**config.mk**
```make
export PLATFORM = sky130hd
export DESIGN_NAME = dpe_mac
export DESIGN_NICKNAME = d
export VERILOG_FILES = /design/src/dpe_pkg.sv /design/src/dpe_mac.sv
export SDC_FILE = /design/constraint.sdc
export NUM_CORES = 2
export LEC_CHECK = 0
export ABC_AREA = 1
export ABC_CLOCK_PERIOD_IN_PS = 12800
export BUFFER_PORTS_ARGS = -buffer_cell sky130_fd_sc_hd__buf_4
export CAP_MARGIN = 20
export CORE_MARGIN = 1.5
export CORE_UTILIZATION = 50
export CTS_BUF_LIST = sky130_fd_sc_hd__clkbuf_8
export DETAILED_ROUTE_END_ITERATION = 8
export PLACE_DENSITY = 0.67
export SLEW_MARGIN = 25
export SYNTH_ARGS = -nofsm -noshare
export SYNTH_HDL_FRONTEND = slang
export SYNTH_SLANG_ARGS = --single-unit
```
**constraint.sdc**
```tcl
create_clock -name clk_i -period 12.8 [get_ports clk_i]
set_input_delay 2.56 -clock clk_i [delete_from_list [all_inputs] [get_ports clk_i]]
set_output_delay 2.56 -clock clk_i [all_outputs]
set_load 0.02 [all_outputs]
```
**src/dpe_pkg.sv**
```systemverilog
// Package for the damped particle Euler integrator: item kinds, sequencer
// states, shared-unit opcodes, control structs and the saturation helper.
// Depends on nothing; every other file but dpe_checker refers to it by scope.
package dpe_pkg;

  // Fixed-point formats of the datapath.
  localparam int FRAC_BITS  = 16;
  localparam int DAMP_BITS  = 16;
  localparam int SQRT3_BITS = 30;
  localparam int AXES       = 3;

  // sqrt(3) with SQRT3_BITS fraction bits.
  localparam logic signed [31:0] SQRT3_FIXED = 32'sd1859775393;

  // Configuration register indexes.
  localparam logic [2:0] CFG_INV_MASS  = 3'd0;
  localparam logic [2:0] CFG_RADIUS    = 3'd1;
  localparam logic [2:0] CFG_DAMPING   = 3'd2;
  localparam logic [2:0] CFG_TIME_STEP = 3'd3;
  localparam logic [2:0] CFG_EXPLICIT  = 3'd4;

  // Reset values of the configuration registers.
  localparam logic [30:0] INV_MASS_RST  = 31'd65536;
  localparam logic [30:0] RADIUS_RST    = 31'd65536;
  localparam logic [16:0] DAMPING_RST   = 17'd65208;
  localparam logic [16:0] TIME_STEP_RST = 17'd1092;

  typedef enum logic [2:0] {
    KIND_FORCE   = 3'd0,
    KIND_STEP    = 3'd1,
    KIND_CLEAR   = 3'd2,
    KIND_SET_POS = 3'd3,
    KIND_SET_VEL = 3'd4,
    KIND_SET_ACC = 3'd5
  } kind_e;

  typedef enum logic [2:0] {
    OP_FORCE,   // acc += round(force * inverse_mass)
    OP_DAMP,    // tmp  = round(vel * damping)
    OP_ACCEL,   // nv   = tmp + round(acc * dt)
    OP_POS,     // pos += round(move_v * dt), vel = nv
    OP_HALF     // half = round(radius * sqrt3)
  } op_e;

  typedef enum logic [1:0] {
    SHIFT_FRAC,
    SHIFT_DAMP,
    SHIFT_SQRT3
  } shift_e;

  typedef enum logic [1:0] {
    ST_IDLE,
    ST_MUL,
    ST_ADD,
    ST_FIN
  } state_e;

  // Operands for the shared multiply unit.
  typedef struct packed {
    logic signed [32:0] a;
    logic signed [31:0] k;
    shift_e             shift;
  } mac_req_t;

  // Strobes and selects from the sequencer to the datapath.
  typedef struct packed {
    logic       ready;
    logic       mul_en;
    logic       add_en;
    logic       load_out;
    op_e        op;
    logic [1:0] axis;
  } ctrl_t;

  // Clamp a wide signed value into 32 bits signed.
  function automatic logic signed [31:0] sat32(input logic signed [63:0] v);
    logic signed [31:0] r;
    if (v > 64'sd2147483647) begin
      r = 32'sh7fffffff;
    end else if (v < -64'sd2147483648) begin
      r = 32'sh80000000;
    end else begin
      r = v[31:0];
    end
    return r;
  endfunction

endpackage

```
**src/dpe_mac.sv**
```systemverilog
// Shared multiply, round and saturating accumulate unit.
// Depends on dpe_pkg for the operand struct, shift codes and sat32.
module dpe_mac (
  input  logic                  clk_i,
  input  logic                  mul_en_i,
  input  dpe_pkg::mac_req_t     req_i,
  input  logic signed [31:0]    addend_i,
  output logic signed [63:0]    rounded_o,
  output logic signed [31:0]    sum_o
);

  localparam logic signed [63:0] HALF_FRAC  = 64'sd1 <<< (dpe_pkg::FRAC_BITS - 1);
  localparam logic signed [63:0] HALF_DAMP  = 64'sd1 <<< (dpe_pkg::DAMP_BITS - 1);
  localparam logic signed [63:0] HALF_SQRT3 = 64'sd1 <<< (dpe_pkg::SQRT3_BITS - 1);

  logic signed [63:0] prod_d;
  logic signed [63:0] prod_q;
  dpe_pkg::shift_e    shift_q;
  logic signed [31:0] term;

  // Multiply cycle: exact product is registered.
  assign prod_d = req_i.a * req_i.k;

  always_ff @(posedge clk_i) begin
    if (mul_en_i) begin
      prod_q  <= prod_d;
      shift_q <= req_i.shift;
    end
  end

  // Round half up: add half an LSB, then arithmetic shift (floor).
  always_comb begin
    unique case (shift_q)
      dpe_pkg::SHIFT_FRAC:  rounded_o = (prod_q + HALF_FRAC) >>> dpe_pkg::FRAC_BITS;
      dpe_pkg::SHIFT_DAMP:  rounded_o = (prod_q + HALF_DAMP) >>> dpe_pkg::DAMP_BITS;
      dpe_pkg::SHIFT_SQRT3: rounded_o = (prod_q + HALF_SQRT3) >>> dpe_pkg::SQRT3_BITS;
      default:              rounded_o = prod_q;
    endcase
  end

  // Saturate the rounded term, then add and saturate again.
  assign term  = dpe_pkg::sat32(rounded_o);
  assign sum_o = dpe_pkg::sat32(64'(term) + 64'(addend_i));

endmodule

```
==> Implementation_results.wiki <==
{| class="wikitable"
! Metric !! Value
|-
| Run status || complete, no violations
|-
| Element type at the critical path start || primary input
|-
| Via total after detailed routing || 36,000
|-
| Area grow syn2layout || 4.88%
|-
| Width of the die || between 300 and 400 um
|-
| Number of CTS-inserted buffers || 9
|-
| Die area || a little over 90,000 um^2
|-
| Total Nets Final || roughly 7,100
|-
| Class of the worst hold path || in2reg
|-
| Fmax || slightly below 100 MHz
|-
| Via density || approximately 5.2
|-
| Detailed placement HPWL || between 100,000 and 150,000 um
|-
| Top post-synthesis cells by area || fa_1, inv_1, nand2_1
|-
| Antenna cells || 0
|-
| Drt initial violations || 2,602
|-
| Ys Warns || 0
|-
| Leading cell type by number of instances after synthesis || inv_1
|-
| Library cell contributing the largest single delay on the critical path || fa_1
|-
| Actual transition at the worst max-transition pin || roughly 0.95 ns
|-
| Count of different cell masters after synthesis || 50
|-
| Total Routing Usage GR || approximately 29%
|-
| Predominant post-synthesis flop cell || edfxtp_1
|-
| First-pass GRT wire length || about 210,000 um
|-
| Top cells by instance count after synthesis || inv_1, nand2_1, fa_1
|-
| Num rows || between 100 and 150
|-
| Tmin final || around 10 ns
|-
| Number of failing hold endpoints at the final stage || 0
|-
| Detailed Routing Iterations Pass 1 || 6
|-
| Required time at the worst-slack endpoint || 12.91 ns
|-
| Placeable Area || 89,700 um^2
|-
| Number of nets with antenna violations after routing || 0
|-
| Count of final max-slew check failures || 0
|-
| Maximum number of pins on one net before global-route repair || between 60 and 70
|-
| Type of destination of the critical path || flop
|-
| Post-synthesis async set-or-reset flop share || 0%
|-
| Sink count of the clock tree || 66
|-
| Initial core utilization || roughly 50%
|-
| Nets in the synthesized netlist || 7,182
|-
| H-tree depth || 3
|-
| Sum Neg Setup Slack || 0 ns
|-
| Type of the worst setup path || in2reg
|-
| Setup violators final || 0
|-
| Initial antenna violation count || 0
|-
| Post_cts resized || 0
|-
| CTS clock-pin slew for the worst setup and hold paths || approximately 0.08 ns
|-
| Setup repair after global routing missed its margin || false
|-
| Critical path fanouts, max || 32
|-
| Max capacitance violation total || 0
|-
| Area share of the largest cell type after synthesis || ~50%
|-
| Placed instance area || 47,200 um^2
|-
| Via count of the first global-routing pass || between 30,000 and 40,000
|-
| Arrival time worst endpoint || between 10 and 15 ns
|-
| FF+latch count, synth || 66
|-
| Final GP Congestion || a little under 1
|-
| Crit-path max cell delay || 0.68 ns
|-
| TritonCTS clock tree || done
|-
| Post-synthesis cell area || approximately 45,000 um^2
|-
| Fraction of final layout cells sized beyond drive strength 1 || just under 5%
|-
| CTS root buffer || clkbuf_8
|-
| Final cycle utilization of the critical path || between 80% and 90%
|-
| Routed wire length per instance || around 19 um
|-
| Syn Inst Count || about 5,800
|-
| Hold buffer count at cts || 0
|-
| Max Buffers Root-to-Sink || 2
|-
| # port buffers || between 150 and 200
|-
| Cell type with the highest aggregate area in the netlist || fa_1
|-
| Total length of routed wires || around 130,000 um
|-
| Fill count || approximately 8,700
|-
| Average size of a mapped cell || a little under 8 um^2
|-
| DRC violations left || 0
|-
| Cell area after layout || roughly 47,000 um^2
|-
| Global route overflow || 0
|-
| Vertical die dimension || around 300 um
|-
| EDFF count, synth || 66
|-
| # IOs || 197
|-
| Proportion of synthesized chip area in sequential cells || under 10%
|-
| Relative slew slack || a little over a third
|-
| Post-CTS Setup Inserts || 0
|-
| Dominant cell type by count on the critical path || inv_1
|}
-- worst max-delay path, delay by kind of cell --
kind                       cells  cell delay (ns)
xor gates and xnor gates       1             0.09
adders and majority gates      9             4.59
buffers and inverters         10             1.23
AOI/OAI and AO/OA              3             1.10
and+or+nand+nor                6             0.85
-- layout by cell type (no fill, tap or decap), types with 12 or more instances in the layout --
master    count
a21o_1       14
a21oi_1     169
a31oi_1      12
buf_4       200
edfxtp_1     66
fa_1       1103
ha_1        218
inv_1      1635
nand2_1    1491
nand3_1      92
nand4_1      27
nor2_1      247
nor2_2       13
nor3_1       20
o21a_1       12
o21ai_0      98
o21bai_1     14
or2_2        32
xnor2_1      46
xor2_1       96
-- path summary, 6_finish.rpt --
check / slack (ns) / to / from / cells after the start
max: 2.47 / prod_q[59] / req_i[66] / 29
min: 2.37 / shift_q[1] / req_i[1] / 1
-- routing by layer --
layer | up-vias | GRT usage, % | share of wire, %
met5 | - | 0 | 0
met4 | 0 | 8.67 | 3.3
met3 | 240 | 2.72 | 6.2
met2 | 1359 | 50.9 | 50
li1 | 16300 | - | -
met1 | 18100 | 38.2 | 41
-- state kept, by name (all words and copies together), names as in the netlist --
signal / cells
prod_q: 64
shift_q: 2
-- area by class of cell --
| class | count | area (um^2) | area share, % |
|---|---|---|---|
| Sequential cell | 66 | 1980 | 4.18 |
| Clock buffer | 9 | 124 | 0.261 |
| Inverter | 1638 | 6150 | 13.0 |
| Timing Repair Buffer | 200 | 1500 | 3.17 |
| Tap cell | 1176 | 1470 | 3.10 |
| Multi-Input combinational cell | 3800 | 36100 | 76.1 |
| Clock inverter | 7 | 125 | 0.264 |
-- kinds of logic after synthesis --
logic type      share of synthesized area [%]
buf+inv                                  15.9
xor+xnor                                 2.75
simple gates                             17.3
compound gates                           4.80
flops                                    4.38
fa+ha+maj                                54.9
-- per-stage QoR --
stage / cells / utilization [%] / worst slack [ns] / hold WS, ns
2_1_floorplan: 5759 / - / 3.10 / 2.66
3_3_place_gp: 6880 / 52.6 / 2.09 / 2.74
3_5_place_dp: 6880 / 52.6 / 2.14 / 2.74
4_1_cts: 6896 / 52.8 / 2.48 / 2.36
5_1_grt: 6896 / 52.8 / 1.98 / 2.36
6_report: 6896 / 52.8 / 2.47 / 2.37
Power is not shown: default switching activity piles up to over one toggle a cycle in this logic, so the estimate is an artifact.
