<file path="config.mk">
export PLATFORM = sky130hd
export DESIGN_NAME = dpe_ctrl
export DESIGN_NICKNAME = d
export VERILOG_FILES = /design/src/dpe_pkg.sv /design/src/dpe_ctrl.sv
export SDC_FILE = /design/constraint.sdc
export NUM_CORES = 1
export LEC_CHECK = 0
export ABC_CLOCK_PERIOD_IN_PS = 1200
export BUFFER_PORTS_ARGS = -buffer_cell sky130_fd_sc_hd__buf_2
export CAP_MARGIN = 20
export CORE_AREA = 2 2 39 41
export DETAILED_ROUTE_END_ITERATION = 8
export DIE_AREA = 0 0 41 43
export PLACE_DENSITY_LB_ADDON = 0.25
export SYNTH_ARGS = -nofsm -noshare
export SYNTH_HDL_FRONTEND = slang
export SYNTH_SLANG_ARGS = --single-unit
export TNS_END_PERCENT = 10
</file>
<file path="constraint.sdc">
create_clock -name clk_i -period 1.2 [get_ports clk_i]
set_input_delay 0.24 -clock clk_i [delete_from_list [all_inputs] [get_ports clk_i]]
set_output_delay 0.24 -clock clk_i [all_outputs]
set_load 0.02 [all_outputs]
</file>
<file path="src/dpe_pkg.sv">
// Package for the damped particle Euler integrator: item kinds, sequencer
// states, shared-unit opcodes, control structs and the saturation helper.
// Depends on nothing; every other file but dpe_checker refers to it by scope.
package dpe_pkg;

  // Fixed-point formats of the datapath.
  localparam int FRAC_BITS  = 16;
  localparam int DAMP_BITS  = 16;
  localparam int SQRT3_BITS = 30;
  localparam int AXES       = 3;

  // sqrt(3) with SQRT3_BITS fraction bits.
  localparam logic signed [31:0] SQRT3_FIXED = 32'sd1859775393;

  // Configuration register indexes.
  localparam logic [2:0] CFG_INV_MASS  = 3'd0;
  localparam logic [2:0] CFG_RADIUS    = 3'd1;
  localparam logic [2:0] CFG_DAMPING   = 3'd2;
  localparam logic [2:0] CFG_TIME_STEP = 3'd3;
  localparam logic [2:0] CFG_EXPLICIT  = 3'd4;

  // Reset values of the configuration registers.
  localparam logic [30:0] INV_MASS_RST  = 31'd65536;
  localparam logic [30:0] RADIUS_RST    = 31'd65536;
  localparam logic [16:0] DAMPING_RST   = 17'd65208;
  localparam logic [16:0] TIME_STEP_RST = 17'd1092;

  typedef enum logic [2:0] {
    KIND_FORCE   = 3'd0,
    KIND_STEP    = 3'd1,
    KIND_CLEAR   = 3'd2,
    KIND_SET_POS = 3'd3,
    KIND_SET_VEL = 3'd4,
    KIND_SET_ACC = 3'd5
  } kind_e;

  typedef enum logic [2:0] {
    OP_FORCE,   // acc += round(force * inverse_mass)
    OP_DAMP,    // tmp  = round(vel * damping)
    OP_ACCEL,   // nv   = tmp + round(acc * dt)
    OP_POS,     // pos += round(move_v * dt), vel = nv
    OP_HALF     // half = round(radius * sqrt3)
  } op_e;

  typedef enum logic [1:0] {
    SHIFT_FRAC,
    SHIFT_DAMP,
    SHIFT_SQRT3
  } shift_e;

  typedef enum logic [1:0] {
    ST_IDLE,
    ST_MUL,
    ST_ADD,
    ST_FIN
  } state_e;

  // Operands for the shared multiply unit.
  typedef struct packed {
    logic signed [32:0] a;
    logic signed [31:0] k;
    shift_e             shift;
  } mac_req_t;

  // Strobes and selects from the sequencer to the datapath.
  typedef struct packed {
    logic       ready;
    logic       mul_en;
    logic       add_en;
    logic       load_out;
    op_e        op;
    logic [1:0] axis;
  } ctrl_t;

  // Clamp a wide signed value into 32 bits signed.
  function automatic logic signed [31:0] sat32(input logic signed [63:0] v);
    logic signed [31:0] r;
    if (v > 64'sd2147483647) begin
      r = 32'sh7fffffff;
    end else if (v < -64'sd2147483648) begin
      r = 32'sh80000000;
    end else begin
      r = v[31:0];
    end
    return r;
  endfunction

endpackage

</file>
<file path="src/dpe_ctrl.sv">
// Sequencer that walks the shared unit through the micro-operations of an item.
// Depends on dpe_pkg for the state, opcode and control struct types.
module dpe_ctrl (
  input  logic            clk_i,
  input  logic            rst_ni,
  input  logic            in_valid_i,
  input  logic            is_step_i,
  input  logic            out_free_i,
  output dpe_pkg::ctrl_t  ctrl_o
);

  dpe_pkg::state_e state_q, state_d;
  dpe_pkg::op_e    op_q, op_d;
  logic [1:0]      axis_q, axis_d;

  // State, opcode and axis registers.
  always_ff @(posedge clk_i or negedge rst_ni) begin
    if (!rst_ni) begin
      state_q <= dpe_pkg::ST_IDLE;
      op_q    <= dpe_pkg::OP_HALF;
      axis_q  <= 2'd0;
    end else begin
      state_q <= state_d;
      op_q    <= op_d;
      axis_q  <= axis_d;
    end
  end

  // Next state and strobes.
  always_comb begin
    state_d         = state_q;
    op_d            = op_q;
    axis_d          = axis_q;
    ctrl_o.ready    = 1'b0;
    ctrl_o.mul_en   = 1'b0;
    ctrl_o.add_en   = 1'b0;
    ctrl_o.load_out = 1'b0;
    ctrl_o.op       = op_q;
    ctrl_o.axis     = axis_q;
    unique case (state_q)
      dpe_pkg::ST_IDLE: begin
        ctrl_o.ready = 1'b1;
        if (in_valid_i) begin
          state_d = dpe_pkg::ST_MUL;
          op_d    = is_step_i ? dpe_pkg::OP_FORCE : dpe_pkg::OP_HALF;
          axis_d  = 2'd0;
        end
      end
      dpe_pkg::ST_MUL: begin
        ctrl_o.mul_en = 1'b1;
        state_d       = dpe_pkg::ST_ADD;
      end
      dpe_pkg::ST_ADD: begin
        ctrl_o.add_en = 1'b1;
        state_d       = dpe_pkg::ST_MUL;
        unique case (op_q)
          dpe_pkg::OP_FORCE: op_d = dpe_pkg::OP_DAMP;
          dpe_pkg::OP_DAMP:  op_d = dpe_pkg::OP_ACCEL;
          dpe_pkg::OP_ACCEL: op_d = dpe_pkg::OP_POS;
          dpe_pkg::OP_POS: begin
            // Last axis done: finish with the box half extent.
            if (axis_q == 2'(dpe_pkg::AXES - 1)) begin
              op_d   = dpe_pkg::OP_HALF;
              axis_d = 2'd0;
            end else begin
              op_d   = dpe_pkg::OP_FORCE;
              axis_d = axis_q + 2'd1;
            end
          end
          dpe_pkg::OP_HALF: state_d = dpe_pkg::ST_FIN;
          default:          state_d = dpe_pkg::ST_FIN;
        endcase
      end
      dpe_pkg::ST_FIN: begin
        if (out_free_i) begin
          ctrl_o.load_out = 1'b1;
          state_d         = dpe_pkg::ST_IDLE;
        end
      end
      default: state_d = dpe_pkg::ST_IDLE;
    endcase
  end

endmodule

</file>
==> results of run 1 <==
## layout by cell type (no fill, tap or decap), drive strengths merged, types with 2 or more instances in the layout
master | synthesis | routed
a21oi | 4 | 4
dfrtp | 6 | 6
nand2 | 2 | 2
nand3 | 4 | 4
nor2 | 5 | 5
clkbuf | 0 | 4
buf | 2 | 22
nor2b | 3 | 3
a22o | 2 | 2
## per-stage QoR
stage | instances | setup WS (ps) | power (mW) | hold slack, ps
2_1_floorplan | 41 | -78.5 | 1.19 | -55.6
3_3_place_gp | 73 | 7.97 | 1.51 | 88.6
3_5_place_dp | 73 | -0.882 | 1.51 | 88.9
4_1_cts | 82 | -97.6 | 1.98 | 166
5_1_grt | 82 | -132 | 2.21 | 172
6_report | 82 | -103 | 2.06 | 178
## repair_timing
item,in CTS,in global routing
pin swaps,0,1
hold endpoints to repair,6,0
buffers inserted,4,0
setup endpoints to repair,6,9
hold buffers,1,0
resized for setup,12,6
## how the worst max path moves through the flow
stage | from | end | slack, ps
final | state_q[0] | ctrl_o[5] | -100
after global routing | state_q[1] | ctrl_o[8] | -130
after CTS | state_q[1] | ctrl_o[7] | -100
after detailed placement | op_q[2] | op_q[1] | -0.9
after global placement | op_q[2] | op_q[1] | 8
after floorplan | op_q[2] | op_q[1] | -80
## cell families (layout without fill, tap and decap cells)
family	after synthesis	count (layout)	share of synthesized area, %
mux	1	1	2.81
compound gates	9	9	15.9
buf+inv	3	28	5.00
simple gates	21	21	32.2
flops	7	7	44.1
## area by class of cell
class / count / share of cell area, %
Clock buffer: 4 / 4.11
Tap cell: 16 / 3.13
Multi-Input combinational cell: 31 / 36.0
Sequential cell: 7 / 27.8
Timing Repair Buffer: 23 / 28.4
Inverter: 1 / 0.587
## critical path: stages (launching register included)
cell and delay (ps):
dfrtp_1 390, buf_6 140, and3_4 170, buf_6 120
## per-layer routing
metal / wire length [um] / share of wire (%) / vias up / global-route usage [%]
met5: 0 / 0 / - / 0
met4: 14 / 1.5 / 0 / 10.0
met3: 32 / 3.3 / 2 / 3.14
met2: 492 / 51 / 10 / 18.8
met1: 425 / 44 / 183 / 16.3
li1: - / - / 199 / -
## power breakdown
group	internal, mW	switching [mW]	total [mW]
Clock	0.127	0.0918	0.219
Sequential	0.379	0.166	0.545
Combinational	0.701	0.593	1.29
Total	1.21	0.851	2.06
## flip-flops by register name (all words and copies together), names as in the netlist
register	cells
state_q	2
axis_q	2
op_q	3
==> flow_summary.toml, run 1 <==
[synthesis]
synthArstFlopShare_pct = 100
syn_nets = 46
syn_inst = 41
synth_edf_count = 0
synth_most_common_cell = "dfrtp_1"
synth.top_cell.area_share_pct = 37.5
synth_largest_area_cell = "dfrtp_1"
synth_seq_cells = 7
syn_area_um2 = 400
synth.area.top_cells = "dfrtp_1, dfstp_2, a21oi_1"
synthDistinctLibCells = 23
syn_area_per_cell_um2 = 9.77
yosysWarnings = 0
ys_seq_area_share_pct = 44.1
synth_commonest_cells = "dfrtp_1, nor2_1, a21oi_1, nand3_1, nor2b_1"
synth_flop_cell = "dfrtp_1"

[grt]
grt_usage_pct = 13.2
antenna_found_initial = 0
grt_pass1_vias = 367
grt_overflow = 0
grt_pass1_wl_um = 1520
grt_max_degree = 8

[route]
dr.pass1.iters = 2
via_per_inst = 4.80
drt-initial-drc-count = 2
antenna_left = 0
num_vias = 394
wirelength_um = 965
wire_per_inst_um = 11.8
remaining_drc_errors = 0

[layout]
final_cell_area_um2 = 639
seq_area_um2 = 178
drive_gt1_share_pct = 51.5
antenna_cells = 0
nets = 72
fillers = 140
multi_input_area_um2 = 230
fin_util_pct = 46.2
area_growth_pct = 59.7

[critical_path]
ff2ff_path_depth = 3
startpoint_type = "flop"
r2r-end = "op_q[1]"
rrSetupSlack_ps = -20
end_kind = "output pin"
timing.rr.start = "op_q[2]"
critPathRequiredTime_ps = 960
cp_data_arrival_time_ps = 1060
crit_fanout = 5
worstSetupPathType = "flop to output pin"

[floorplanning]
die_h_um = 43
die_w_um = 41
fp-row-count = 14
boundaryPins = 14
core-area_um2 = 1380
die-area_um2 = 1760
initial_utilization_pct = 28.9

[clock_tree]
cts_made_buffers = 3
clockBufferDepth = 2
cts_tree = "yes"
clk_latency_ps = 250
cts.clk_slew.worst_paths_ps = 60
h-tree-depth = 1
cts_sinks = 7
cts_root_buf = "clkbuf_4"

[sta]
slew_violations = 0
finalHoldViolCount = 0
relSlewSlack_pct = 85.5
fin_crit_sh_pct = 109
fin_ws_ps = -103
setup-violations-final = 6
fmax_ghz = 0.768
tightest_slew_ps = 218
min_period_ps = 1300
rsz0062_at_grt = "yes"
finClkSkew_ps = 0.202
fin_tns_setup_ps = -337

[run_status]
violations = "setup timing"
run_status = "complete, but fails checks"

[pwr]
power_density_nw_per_um2 = 3220
ir_drop_mv = 1.01
leakage_nw = 0.315

[placement]
placed_area_um2 = 508
hpwlAfterDp_um = 631
place.gp.congestion = 0.738
io_buffers = 13

[min_path]
min_path_type = "input pin to flop"
hold_depth = 2
hold_start = "out_free_i"
hold-path-endpoint = "state_q[0]"

[run]
cap_viol_max_count = 0
Note: power is estimated with default switching activity, not from simulation.
==> inputs of run 2 (changes only) <==
==> constraint.sdc (replaced) <==
create_clock -name clk_i -period 1.2 [get_ports clk_i]
set_input_delay 0 -clock clk_i [delete_from_list [all_inputs] [get_ports clk_i]]
set_output_delay 0 -clock clk_i [all_outputs]
set_load 0.02 [all_outputs]
==> run 2 against run 1 <==
- the run now ends clean
- cell count fell by 3.7%
- wire length fell by 9.9%
- global-route usage fell by 0.40 points
- non-clock buffer count fell by 3
- critical path depth did not move
- critical path type is now flop to flop
- clock-buffer cell count did not move
- total power fell by 14%
- sequential power barely moved
- final area fell by 11%
- maximum frequency rose by 9.7%
- die area did not move
==> flow_summary.toml, run 2 (synthesized netlist as in run 1, its figures left out) <==
[layout]
drive_gt1_share_pct = 47.6
most-common-layout-cells = "buf_2, nor2_1, buf_4"
fillers = 145
area_growth_pct = 42.2
fin_util_pct = 41.1
final_cell_area_um2 = 569
top_register = "op_q"
largest_reg_flops = 3
nets = 69
antenna_cells = 0
reg_top3 = "op_q (3), axis_q (2), state_q (2)"
layout_commonest_cell = "buf_2"

[floorplanning]
die_w_um = 41
fp-row-count = 14
core-area_um2 = 1380
initial_utilization_pct = 28.9
die_h_um = 43
boundaryPins = 14
die-area_um2 = 1760

[sta]
finalHoldViolCount = 0
fmax_ghz = 0.842
relSlewSlack_pct = 85.9
setup-violations-final = 0
min_period_ps = 1190
fin_crit_sh_pct = 99.0
tightest_slew_ps = 211
finClkSkew_ps = 3.24
rsz0062_at_grt = "yes"
slew_violations = 0

[clock_tree]
cts_tree = "yes"
clockBufferDepth = 2
cts_sinks = 7
cts_root_buf = "clkbuf_4"
clk_latency_ps = 250
cts_made_buffers = 3
cts.clk_slew.worst_paths_ps = 50
h-tree-depth = 1

[critical_path]
startpoint_type = "flop"
crit_path_cell_trace = "nor2b_2 -> mux2_1 -> a22o_1"
critPathRequiredTime_ps = 1340
cp_data_arrival_time_ps = 1320
critPathBufInv = 0
cpPeakStageDelay_ps = 560
crit_fanout = 4
end_kind = "flop"
worstSetupPathType = "flop to flop"
critical-path-top-delay-family = "flip-flops"
cp_slowest_cell = "dfstp_2"

[grt]
grt_pass1_wl_um = 1490
antenna_found_initial = 0
grt_overflow = 0
grt_pass1_vias = 345
grt_usage_pct = 12.8
grt_max_degree = 11

[route]
antenna_left = 0
num_vias = 361
via_per_inst = 4.57
wirelength_um = 869
remaining_drc_errors = 0
dr.pass1.iters = 3
wire_per_inst_um = 11.0
drt-initial-drc-count = 3

[placement]
io_buffers = 13
place.gp.congestion = 0.712
hpwlAfterDp_um = 652
placed_area_um2 = 508

[run_status]
run_status = "finished clean"

[pwr]
leakage_nw = 0.291
ir_drop_mv = 0.964
p_total_mw = 1.77
power_density_nw_per_um2 = 3110

[min_path]
min_path_type = "input pin to flop"

[run]
cap_viol_max_count = 0
run 2: worst register-to-register path, delay by kind of cell, from the launching register on:
kind / cells / cell delay [ps]
AND/OR/NAND/NOR: 1 / 50
flip-flops: 1 / 560
AO/OA/AOI/OAI: 1 / 170
multiplexers: 1 / 300
run 2: final cells by class:
| class | instances | area (um^2) | share of cell area [%] |
|---|---|---|---|
| tap | 16 | 20.0 | 3.52 |
| sequential | 7 | 179 | 31.4 |
| multi-input combinational | 31 | 218 | 38.2 |
| inverter | 1 | 3.75 | 0.659 |
| timing repair buffer | 20 | 123 | 21.5 |
| clock buffer | 4 | 26.3 | 4.62 |
run 2: power breakdown:
group	internal (mW)	leakage [nW]	switching, mW	total [mW]
clock network	0.127	0.0150	0.0893	0.216
logic	0.489	0.197	0.520	1.01
registers	0.382	0.0794	0.160	0.542
run 2: what timing repair did:
| item | CTS | global route |
|---|---|---|
| hold endpoints to repair | 8 | 0 |
| setup endpoints to repair | 0 | 4 |
| gates resized for setup | 0 | 4 |
| setup buffers | 0 | 0 |
| hold buffers | 2 | 0 |
run 2: worst paths after layout:
path	end	slack, ps	startpoint	cells after the start
max in group asynchronous	op_q[2]	850	rst_ni	2
worst max-delay path	op_q[1]	10	op_q[2]	3
worst min-delay path	op_q[2]	70	is_step_i	3
worst max register to register	op_q[1]	10	op_q[2]	3
worst min register to register	axis_q[0]	580	axis_q[0]	2
min in group asynchronous	axis_q[0]	110	rst_ni	2
run 2: layer usage:
| metal | GRT usage (%) | part of all wire [%] | vias up |
|---|---|---|---|
| li1 | - | - | 191 |
| met1 | 17.6 | 45 | 164 |
| met2 | 16.3 | 52 | 6 |
| met3 | 1.57 | 2.6 | 0 |
| met4 | 12.0 | 0 | 0 |
| met5 | 0 | 0 | - |
run 2: stage by stage:
| step | setup TNS, ps | std cells | setup slack, ps | hold slack [ps] |
|---|---|---|---|---|
| floorplan | -106 | 41 | -78.5 | -296 |
| global placement | 0 | 73 | 30.2 | -155 |
| detailed placement | 0 | 73 | 17.6 | -154 |
| CTS | 0 | 79 | 10.6 | 69.0 |
| global route | -62.4 | 79 | -24.5 | 73.6 |
| finish | 0 | 79 | 12.2 | 74.2 |
==> inputs of run 3 (changes only) <==
--- a/config.mk
+++ b/config.mk
@@ -5,13 +5,14 @@
 export SDC_FILE = /design/constraint.sdc
 export NUM_CORES = 1
 export LEC_CHECK = 0
+export ABC_AREA = 1
 export ABC_CLOCK_PERIOD_IN_PS = 1200
 export BUFFER_PORTS_ARGS = -buffer_cell sky130_fd_sc_hd__buf_2
 export CAP_MARGIN = 20
 export CORE_AREA = 2 2 39 41
 export DETAILED_ROUTE_END_ITERATION = 8
 export DIE_AREA = 0 0 41 43
-export PLACE_DENSITY_LB_ADDON = 0.25
+export PLACE_DENSITY = 0.6
 export SYNTH_ARGS = -nofsm -noshare
 export SYNTH_HDL_FRONTEND = slang
 export SYNTH_SLANG_ARGS = --single-unit
==> constraint.sdc (replaced) <==
create_clock -name clk_i -period 1.2 [get_ports clk_i]
set_input_delay 0 -clock clk_i [delete_from_list [all_inputs] [get_ports clk_i]]
set_output_delay 0 -clock clk_i [all_outputs]
set_load 0.1 [all_outputs]
==> run 3 against run 2 <==
- the flow now finishes with violations (setup timing)
- synthesized cell count is 32% higher
- sequential share of layout area decreased by 3.6 points
- clock-buffer cell count unchanged
- via count is 15% higher
- worst hold slack worse by 39 ps
==> flow_summary.toml, run 3 <==
[layout]
area_growth_pct = 65.9
layout_commonest_cell = "nand2_1"
most-common-layout-cells = "nand2_1, inv_1, buf_2"
drive_gt1_share_pct = 45.3
instances_no_fill = 91
reg_top3 = "op_q (3), axis_q (2), state_q (2)"
nets = 81
antenna_cells = 0
largest_reg_flops = 3
top_register = "op_q"

[grt]
grt_usage_pct = 12.9
grt_overflow = 0
antenna_found_initial = 0
grt_pass1_wl_um = 1500
grt_max_degree = 8
grt_pass1_vias = 355

[run_status]
violations = "setup timing"
run_status = "complete, but fails checks"

[sta]
setup-violations-final = 1
rsz0062_at_grt = "yes"
fin_ws_ps = -9.08
finClkSkew_ps = 0.196
fin_crit_sh_pct = 101
tightest_slew_ps = 484
min_period_ps = 1210
fmax_ghz = 0.827
relSlewSlack_pct = 67.9
slew_violations = 0
finalHoldViolCount = 0

[critical_path]
crit_start = "state_q[1]"
crit_path_cell_trace = "inv_4 -> nor3_4 -> buf_12"
timing.rr.start = "op_q[2]"
critPathBufInv = 2
cp_slowest_cell = "dfrtp_2"
startpoint_type = "flop"
critical-path-top-delay-family = "flip-flops"
cpPeakStageDelay_ps = 490
critPathRequiredTime_ps = 1200
cp_data_arrival_time_ps = 1210
end_kind = "output pin"
worstSetupPathType = "flop to output pin"
crit_fanout = 7

[clock_tree]
cts_root_buf = "clkbuf_4"
h-tree-depth = 1
clk_latency_ps = 250
cts_sinks = 7
cts_made_buffers = 3
cts.clk_slew.worst_paths_ps = 50
cts_tree = "yes"
clockBufferDepth = 2

[route]
wire_per_inst_um = 9.81
num_vias = 414
via_per_inst = 4.55
drt-initial-drc-count = 7
remaining_drc_errors = 0
dr.pass1.iters = 2
antenna_left = 0
wirelength_um = 893

[synthesis]
synth_largest_area_cell = "dfrtp_1"
syn_area_per_cell_um2 = 7.28
ys_seq_area_share_pct = 44.9
syn_nets = 59
synth_most_common_cell = "nand2_1"
syn_inst = 54
synth_flop_cell = "dfrtp_1"
synth_seq_cells = 7
synthArstFlopShare_pct = 100
synth_edf_count = 0
synth.area.top_cells = "dfrtp_1, nand2_1, inv_1"
synth_commonest_cells = "nand2_1, inv_1, dfrtp_1, nor2_1, nand3_1"
synth.top_cell.area_share_pct = 38.2
syn_area_um2 = 393
yosysWarnings = 0
synthDistinctLibCells = 17

[min_path]
min_path_type = "input pin to flop"
hold_start = "in_valid_i"

[placement]
place_inst = 84
io_buffers = 13
hpwlAfterDp_um = 709
place.gp.congestion = 0.723

[floorplanning]
die-area_um2 = 1760
boundaryPins = 14
fp-row-count = 14
core-area_um2 = 1380
die_w_um = 41
initial_utilization_pct = 28.4
die_h_um = 43

[run]
cap_viol_max_count = 0
==> run 3: cell families after synthesis <==
family                 count (synthesis)  synth area share [%]
AND/OR/NAND/NOR                       31                  36.9
buffers and inverters                 10                  9.55
flip-flops                             7                  44.9
AO/OA/AOI/OAI                          6                  8.60
==> run 3: what timing repair did <==
action / 4_1_cts / 5_1_grt
pin swaps: 1 / 2
endpoints found under the hold margin: 7 / 0
endpoints found under the setup margin: 3 / 4
setup buffers: 2 / 0
hold buffers: 1 / 0
gates resized for setup: 2 / 1
==> run 3: worst paths after layout <==
check                      slack [ps]  cells after the start    endpoint
max reg2reg                       110                      4   axis_q[1]
min in group asynchronous         120                      2   axis_q[1]
min reg2reg                       520                      2   axis_q[1]
max in group asynchronous         850                      2     op_q[2]
max                                -9                      3   ctrl_o[5]
min                                40                      3  state_q[0]
==> run 3: layout make-up <==
type	count	area, um^2
fillers	142	732
multi-input cells	37	208
flip-flops and latches	7	181
repair buffers	17	176
inverters	10	40.0
clock buffers	4	26.3
well taps	16	20.0
==> run 3: routing by layer <==
metal / routed length [um] / global-route usage, % / vias to the layer above
met4: 13 / 8.00 / 0
met3: 36 / 3.14 / 2
li1: - / - / 214
met2: 440 / 18.4 / 10
met1: 402 / 16.6 / 188
met5: 0 / 0 / -
==> run 3: stage by stage <==
stage | worst slack, ps | instance area, um^2 | util, % | TNS (ps) | hold WS (ps)
after global placement | 95.1 | 589 | 42.6 | 0 | -157
after detailed placement | 59.4 | 589 | 42.6 | 0 | -155
after global routing | -53.8 | 652 | 47.1 | -97.8 | 48.5
final | -9.08 | 652 | 47.1 | -9.08 | 35.5
after CTS | -3.90 | 644 | 46.6 | -5.95 | 24.9
after floorplan | -219 | 422 | - | -1490 | -296
==> run 3: worst reg2reg max path: stages, from the launching register on <==
cell and delay (ps):
dfstp_2 570, nor2_1 70, o21ai_0 230, nand2_1 80
nand2_1 60
Power of run 3 is left out: the tool's default activity adds up to more than one toggle a clock period on the data nets, which glitch-free logic cannot reach.
